## src/design/sm7pwm_pkg.sv

```systemverilog
// Shared constants for the sliding median filter and PWM duty block.
package sm7pwm_pkg;

    // Default window length and sample width
    localparam int WINDOW_LEN_DEF  = 7;
    localparam int SAMPLE_BITS_DEF = 12;

    // Duty = floor(median * DUTY_MUL / DUTY_DIV)
    localparam int DUTY_MUL = 7;
    localparam int DUTY_DIV = 10;

    // Extra product bits needed to hold median * DUTY_MUL
    localparam int DUTY_MUL_BITS = 3;

    // Valid flag and window-full flag that travel with a word down the pipe
    typedef struct packed {
        logic valid;
        logic full;
    } stage_ctl_t;

endpackage

```

## src/design/sm7pwm_ifs.sv

```systemverilog
// Valid/ready channel interfaces for the sample and result words.

interface sm7pwm_sample_if #(
    parameter int SAMPLE_BITS = sm7pwm_pkg::SAMPLE_BITS_DEF
);
    logic                   valid;
    logic                   ready;
    logic [SAMPLE_BITS-1:0] sample;

    modport source (output valid, output sample, input ready);
    modport sink   (input valid, input sample, output ready);
endinterface

interface sm7pwm_result_if #(
    parameter int SAMPLE_BITS = sm7pwm_pkg::SAMPLE_BITS_DEF
);
    logic                   valid;
    logic                   ready;
    logic [SAMPLE_BITS-1:0] median;
    logic [SAMPLE_BITS-1:0] duty;
    logic                   window_full;

    modport source (output valid, output median, output duty, output window_full,
                    input ready);
    modport sink   (input valid, input median, input duty, input window_full,
                    output ready);
endinterface

```

## src/design/sliding_median7_to_pwm_duty.sv

```systemverilog
// Top level: sliding-window median filter with PWM duty output.
//
// Usage:
//   samples : sink channel, one converter sample per word.
//   results : source channel, one word per sample: median of the last WINDOW_LEN
//             samples (0 until the window has filled), duty = floor(median*7/10),
//             and window_full, set from the WINDOW_LEN-th sample on.
//   Equal-length windows (even WINDOW_LEN) take the upper middle element.
// Timing:
//   Three-stage pipeline: window shift line, median select, duty multiply.
//   A sample enters the window line, its median the median register and its
//   duty the output register; one sample per cycle while results.ready holds.
//   The rank network from window taps to median register sets the clock period.
// Reset:
//   rst_n clears all pipeline valids, the fill count and the full flag; the
//   window contents are only used once every tap has been written.
// Backpressure:
//   Each stage advances when empty or when the next stage moves, so a stalled
//   receiver fills the pipe first; samples are taken until all stages are full.
module sliding_median7_to_pwm_duty #(
    parameter int WINDOW_LEN  = sm7pwm_pkg::WINDOW_LEN_DEF,
    parameter int SAMPLE_BITS = sm7pwm_pkg::SAMPLE_BITS_DEF
) (
    input  logic               clk,
    input  logic               rst_n,
    sm7pwm_sample_if.sink      samples,
    sm7pwm_result_if.source    results
);
    import sm7pwm_pkg::*;

    localparam int CNT_BITS  = $clog2(WINDOW_LEN);
    localparam int Y_BITS    = SAMPLE_BITS + DUTY_MUL_BITS;
    localparam int SHIFT     = Y_BITS + 3;
    localparam int RECIP     = ((2 ** SHIFT) + DUTY_DIV - 1) / DUTY_DIV;
    localparam int K_BITS    = SHIFT - 2;
    localparam int PROD_BITS = Y_BITS + K_BITS;

    // Window shift line and fill tracking
    logic [SAMPLE_BITS-1:0] window_reg [WINDOW_LEN];
    logic [CNT_BITS-1:0]    fill_cnt_reg;
    logic                   filled_reg;

    // Pipeline registers
    stage_ctl_t             s1_ctl_reg;
    stage_ctl_t             s2_ctl_reg;
    logic [SAMPLE_BITS-1:0] s2_median_reg;
    stage_ctl_t             out_ctl_reg;
    logic [SAMPLE_BITS-1:0] out_median_reg;
    logic [SAMPLE_BITS-1:0] out_duty_reg;

    logic                   out_ready;
    logic                   s2_ready;
    logic                   s1_ready;
    logic                   accept;
    logic                   item_full;
    logic [SAMPLE_BITS-1:0] median_sel;
    logic [SAMPLE_BITS-1:0] median_next;
    logic [Y_BITS-1:0]      scaled;
    logic [PROD_BITS-1:0]   prod;
    logic [SAMPLE_BITS-1:0] duty_next;

    // Per-stage ready: a stage can load when empty or when it is moving on
    assign out_ready = !out_ctl_reg.valid || results.ready;
    assign s2_ready  = !s2_ctl_reg.valid || out_ready;
    assign s1_ready  = !s1_ctl_reg.valid || s2_ready;

    assign samples.ready = s1_ready;
    assign accept        = samples.valid && s1_ready;

    // This sample sees a full window when the window was already filled or it lands in the last free tap
    assign item_full = filled_reg || (fill_cnt_reg == CNT_BITS'(WINDOW_LEN - 1));

    // Fill count and full flag
    always_ff @(posedge clk or negedge rst_n)
    begin
        if (!rst_n)
        begin
            fill_cnt_reg <= '0;
            filled_reg   <= 1'b0;
        end
        else if (accept && !filled_reg)
        begin
            if (fill_cnt_reg == CNT_BITS'(WINDOW_LEN - 1))
            begin
                filled_reg <= 1'b1;
            end
            else
            begin
                fill_cnt_reg <= fill_cnt_reg + CNT_BITS'(1);
            end
        end
    end

    // Window shift line, newest sample at tap 0
    always_ff @(posedge clk)
    begin
        if (accept)
        begin
            window_reg[0] <= samples.sample;
            for (int k = 1; k < WINDOW_LEN; k++)
            begin
                window_reg[k] <= window_reg[k-1];
            end
        end
    end

    // Median of the current window
    sm7pwm_median #(
        .WINDOW_LEN  (WINDOW_LEN),
        .SAMPLE_BITS (SAMPLE_BITS)
    ) u_median (
        .taps   (window_reg),
        .median (median_sel)
    );

    assign median_next = s1_ctl_reg.full ? median_sel : '0;

    // Duty: median*7 then divide by 10 through a reciprocal multiply
    assign scaled    = Y_BITS'(s2_median_reg) * Y_BITS'(DUTY_MUL);
    assign prod      = PROD_BITS'(scaled) * PROD_BITS'(RECIP);
    assign duty_next = prod[SHIFT +: SAMPLE_BITS];

    // Pipeline control
    always_ff @(posedge clk or negedge rst_n)
    begin
        if (!rst_n)
        begin
            s1_ctl_reg  <= '0;
            s2_ctl_reg  <= '0;
            out_ctl_reg <= '0;
        end
        else
        begin
            if (s1_ready)
            begin
                s1_ctl_reg.valid <= samples.valid;
                s1_ctl_reg.full  <= item_full;
            end
            if (s2_ready)
            begin
                s2_ctl_reg <= s1_ctl_reg;
            end
            if (out_ready)
            begin
                out_ctl_reg <= s2_ctl_reg;
            end
        end
    end

    // Pipeline payload
    always_ff @(posedge clk)
    begin
        if (s2_ready && s1_ctl_reg.valid)
        begin
            s2_median_reg <= median_next;
        end
        if (out_ready && s2_ctl_reg.valid)
        begin
            out_median_reg <= s2_median_reg;
            out_duty_reg   <= duty_next;
        end
    end

    // Result word
    assign results.valid       = out_ctl_reg.valid;
    assign results.median      = out_median_reg;
    assign results.duty        = out_duty_reg;
    assign results.window_full = out_ctl_reg.full;

endmodule

```

## src/design/sm7pwm_median.sv

```systemverilog
// Rank-select median of the window taps: every tap is ranked against all others in parallel.
module sm7pwm_median #(
    parameter int WINDOW_LEN  = sm7pwm_pkg::WINDOW_LEN_DEF,
    parameter int SAMPLE_BITS = sm7pwm_pkg::SAMPLE_BITS_DEF
) (
    input  logic [SAMPLE_BITS-1:0] taps [WINDOW_LEN],
    output logic [SAMPLE_BITS-1:0] median
);
    import sm7pwm_pkg::*;

    localparam int RANK_BITS = $clog2(WINDOW_LEN);
    localparam int MID       = WINDOW_LEN / 2;

    logic [RANK_BITS-1:0] rank [WINDOW_LEN];

    // Rank of each tap in ascending order; equal values are split by tap index
    always_comb
    begin
        for (int i = 0; i < WINDOW_LEN; i++)
        begin
            rank[i] = '0;
            for (int j = 0; j < WINDOW_LEN; j++)
            begin
                if (j != i)
                begin
                    if ((taps[j] < taps[i]) || ((taps[j] == taps[i]) && (j < i)))
                    begin
                        rank[i] = rank[i] + RANK_BITS'(1);
                    end
                end
            end
        end
    end

    // Ranks form a permutation, so exactly one tap sits at the middle rank
    always_comb
    begin
        median = '0;
        for (int i = 0; i < WINDOW_LEN; i++)
        begin
            if (rank[i] == RANK_BITS'(MID))
            begin
                median = median | taps[i];
            end
        end
    end

endmodule
```

## src/flat_wrapper.sv

```systemverilog
// flat-port wrapper written by rule: the top's interface ports become plain ports
module sliding_median7_to_pwm_duty_flat import sm7pwm_pkg::*;
#(
    parameter int WINDOW_LEN  = sm7pwm_pkg::WINDOW_LEN_DEF,
    parameter int SAMPLE_BITS = sm7pwm_pkg::SAMPLE_BITS_DEF
)
  (clk, rst_n, samples_valid, samples_sample, samples_ready, results_valid, results_median, results_duty, results_window_full, results_ready);
  sm7pwm_sample_if #(.SAMPLE_BITS(SAMPLE_BITS)) samples_i ();
  sm7pwm_result_if #(.SAMPLE_BITS(SAMPLE_BITS)) results_i ();
  input  logic clk;
  input  logic rst_n;
  input wire logic [$bits(samples_i.valid)-1:0] samples_valid;
  input wire logic [$bits(samples_i.sample)-1:0] samples_sample;
  output wire logic [$bits(samples_i.ready)-1:0] samples_ready;
  output wire logic [$bits(results_i.valid)-1:0] results_valid;
  output wire logic [$bits(results_i.median)-1:0] results_median;
  output wire logic [$bits(results_i.duty)-1:0] results_duty;
  output wire logic [$bits(results_i.window_full)-1:0] results_window_full;
  input wire logic [$bits(results_i.ready)-1:0] results_ready;
  assign samples_i.valid = samples_valid;
  assign samples_i.sample = samples_sample;
  assign samples_ready = samples_i.ready;
  assign results_valid = results_i.valid;
  assign results_median = results_i.median;
  assign results_duty = results_i.duty;
  assign results_window_full = results_i.window_full;
  assign results_i.ready = results_ready;
  sliding_median7_to_pwm_duty #(.WINDOW_LEN(WINDOW_LEN), .SAMPLE_BITS(SAMPLE_BITS)) u_core (.clk(clk), .rst_n(rst_n), .samples(samples_i), .results(results_i));
endmodule
```

## config.mk

```make
export PLATFORM = sky130hd
export DESIGN_NAME = sliding_median7_to_pwm_duty_flat
export DESIGN_NICKNAME = d
export VERILOG_FILES = /design/src/design/sm7pwm_pkg.sv /design/src/design/sm7pwm_ifs.sv /design/src/design/sliding_median7_to_pwm_duty.sv /design/src/design/sm7pwm_median.sv /design/src/flat_wrapper.sv
export SDC_FILE = /design/constraint.sdc
export NUM_CORES = 1
export LEC_CHECK = 0
export BUFFER_PORTS_ARGS = -buffer_cell sky130_fd_sc_hd__buf_4
export CAP_MARGIN = 10
export CORE_MARGIN = 2
export CORE_UTILIZATION = 40
export DETAILED_ROUTE_END_ITERATION = 6
export HOLD_SLACK_MARGIN = 0.1
export SETUP_SLACK_MARGIN = 0.4
export SYNTH_ARGS = -nofsm -noshare
export SYNTH_HDL_FRONTEND = slang
export SYNTH_HIERARCHICAL = 1
export SYNTH_SLANG_ARGS = --single-unit
```

## constraint.sdc

```tcl
create_clock -name clk -period 15.5 [get_ports clk]
set_input_delay 2.325 -clock clk [delete_from_list [all_inputs] [get_ports clk]]
set_output_delay 2.325 -clock clk [all_outputs]
set_load 0.05 [all_outputs]
```

==> reports/qor.txt <==
Critical Path RT: 15.71 ns
via count: 13221
top cells by area, synth: ha_1 31%, edfxtp_1 21%, fa_1 9.8%, inv_1 5.5%, a21oi_1 3.5%
Die ar.: 44400 sq um
Setup Fix Bufs, Post-CTS: 0
Fin Hold WS: 0.478 ns
final worst path period share: 53.8%
Max stage delay on crit path: 0.61 ns
WL per Instance: 21.2 microns
largest area contributor in the netlist: ha_1
# H-tree levels: 4
Worst slew margin: 30.8%
CP Data Arrival Time: 8.54 ns
CTS Sinks: 130
HPWL after DPL: 39200 microns
post-synthesis instance area: 17100 sq um
Max Fanout on Critical Path: 13
die width: 211 microns
largest net degree at the start of global routing: 57
n_diodes: 0
Placement Rows: 75
insertion delay to the later sink of the worst-skew pair: 0.47 ns
Seq/Total Area, Yosys: 22.6%
initial core utilization: 40.6%
Post-CTS Resized: 0
DRC viols: 1
die height: 211 microns
Routed WL: 48600 microns
vias per cell: 5.76
initial DRC count: 929
TritonCTS clock tree: built
post-route ant nets: 0
#FFs+latches synth: 130
YS warnings: 6
gr usage total: 22.7%
# IOs: 43
hold_buf cts: 0
reg2reg start: u_core/s2_median_reg[0]
EDFF count, synth: 120
Root Driver: clkbuf_16
R2R depth: 28
Mapped Cells: 1689
buffers added on ports: 42
top-count cell post-synth: ha_1
setup_tns: 0 ns
max_cap viols: 0
failing checks: design-rule violations
fillers: 4038
Slew Limit Fails: 0
Placed Instances: 2263
Synth top area share: 30.7%
Setup crit start kind: register
CTS max path bufs: 2
CP dominant cell by count: fa_1
Crit Path Category: register to register
Core ar.: 42000 sq um
minimum clock period: 8.33 ns
outcome: finished, violations left
Worst Clk Skew: 0.0121 ns
Worst-path clk slew: 0.07 ns
DP Worst Slack: 7.23 ns
nets: 2262
fin cells: 2295
Synth async-reset ratio: 7.69%
hold crit path type: register to register
Mean Syn Cell Area: 10.1 sq um
Setup crit end kind: register
Crit. Startpoint: u_core/s2_median_reg[0]
vias in the first global route: 13408
Final Hold Vio Count: 0
share of layout cells above drive strength 1: 7.35%
Netlist cell types: 91
R2R Path End: u_core/results.duty[11]
initial antenna violation count: 1
Area Overhead vs Synth: 8.89%
drt pass-1 iters: 7
Syn Nets: 2208
Commonest cells post-synth: 419 x ha_1, 252 x inv_1, 120 x edfxtp_1
max FFs per register: 84
first-pass GRT wire length: 75700 microns
Worst Max-Slew Pin Slew: 1.03 ns
gpl congestion: 0.982
Setup violations, final: 0
predominant post-synthesis flop cell: edfxtp_1
Crit-path slowest cell: edfxtp_1
Final WS setup: 7.17 ns
Fmax achieved: 0.120 GHz
RSZ-0062 raised after global routing: no
CTS buffer count: 17
end of the critical path: u_core/results.duty[11]
grt ovf: 0
register-to-register setup slack: 7.17 ns
==> logic make-up after synthesis <==
family | synth area share (%)
mux | 0.740
simple gates | 11.1
flops | 22.6
xor+xnor | 4.62
compound gates | 14.3
buf+inv | 6.20
fa+ha+maj | 40.5
==> critical path: cells and delay by family, from the launching register on <==
family,cells,cell delay [ns]
XOR/XNOR,2,0.61
AO/OA/AOI/OAI,9,2.08
flip-flops,1,0.61
buffers and inverters,5,0.26
AND/OR/NAND/NOR,2,0.29
adder cells (fa/ha/maj),10,4.21
==> stage by stage <==
stage | instance area (sq um) | util (%)
4_1_cts | 18600 | 44.2
5_1_grt | 18600 | 44.2
3_5_place_dp | 18000 | 42.9
3_3_place_gp | 18000 | 42.9
2_1_floorplan | 17100 | -
6_report | 18600 | 44.2
==> worst min path at each step <==
stage,start,end,slack [ns],cells after the start
finish,u_core/filled_reg,u_core/filled_reg,0.48,1
global placement,u_core/filled_reg,u_core/filled_reg,0.45,1
global route,u_core/filled_reg,u_core/filled_reg,0.50,1
floorplan,u_core/filled_reg,u_core/filled_reg,0.44,1
CTS,u_core/filled_reg,u_core/filled_reg,0.48,1
detailed placement,u_core/filled_reg,u_core/filled_reg,0.47,1
==> cells in the final DEF, fill, tap and decap left out, types with 21 or more instances in the layout <==
cell / n
xnor2_1: 41
o211ai_1: 21
and2_1: 21
xor2_1: 21
nor2b_1: 23
nor2_1: 32
nand3_1: 36
buf_4: 48
nand4_1: 67
ha_1: 419
nand2_1: 106
a21o_1: 38
fa_1: 84
edfxtp_1: 120
o21ai_0: 30
a21oi_1: 119
inv_1: 252
==> layer usage <==
layer  global-route usage [%]  part of all wire, %  up-vias
met5                        0                0.027        -
li1                         -                    -     6298
met4                     12.6                  5.3        2
met3                     3.66                  5.3      132
met1                     28.2                   43     6387
met2                     37.6                   47      402
==> layout make-up <==
class                   instances  area (sq um)  area share, %
multi-input cells            1292         12200           65.5
flip-flops and latches        130          3850           20.7
inverters                     254           953           5.13
well taps                     539           674           3.63
clock buffers                  20           468           2.52
repair buffers                 48           360           1.94
clock inverters                12           106          0.572
Power is not shown: default switching activity piles up to over one toggle a cycle in this logic, so the estimate is an artifact.
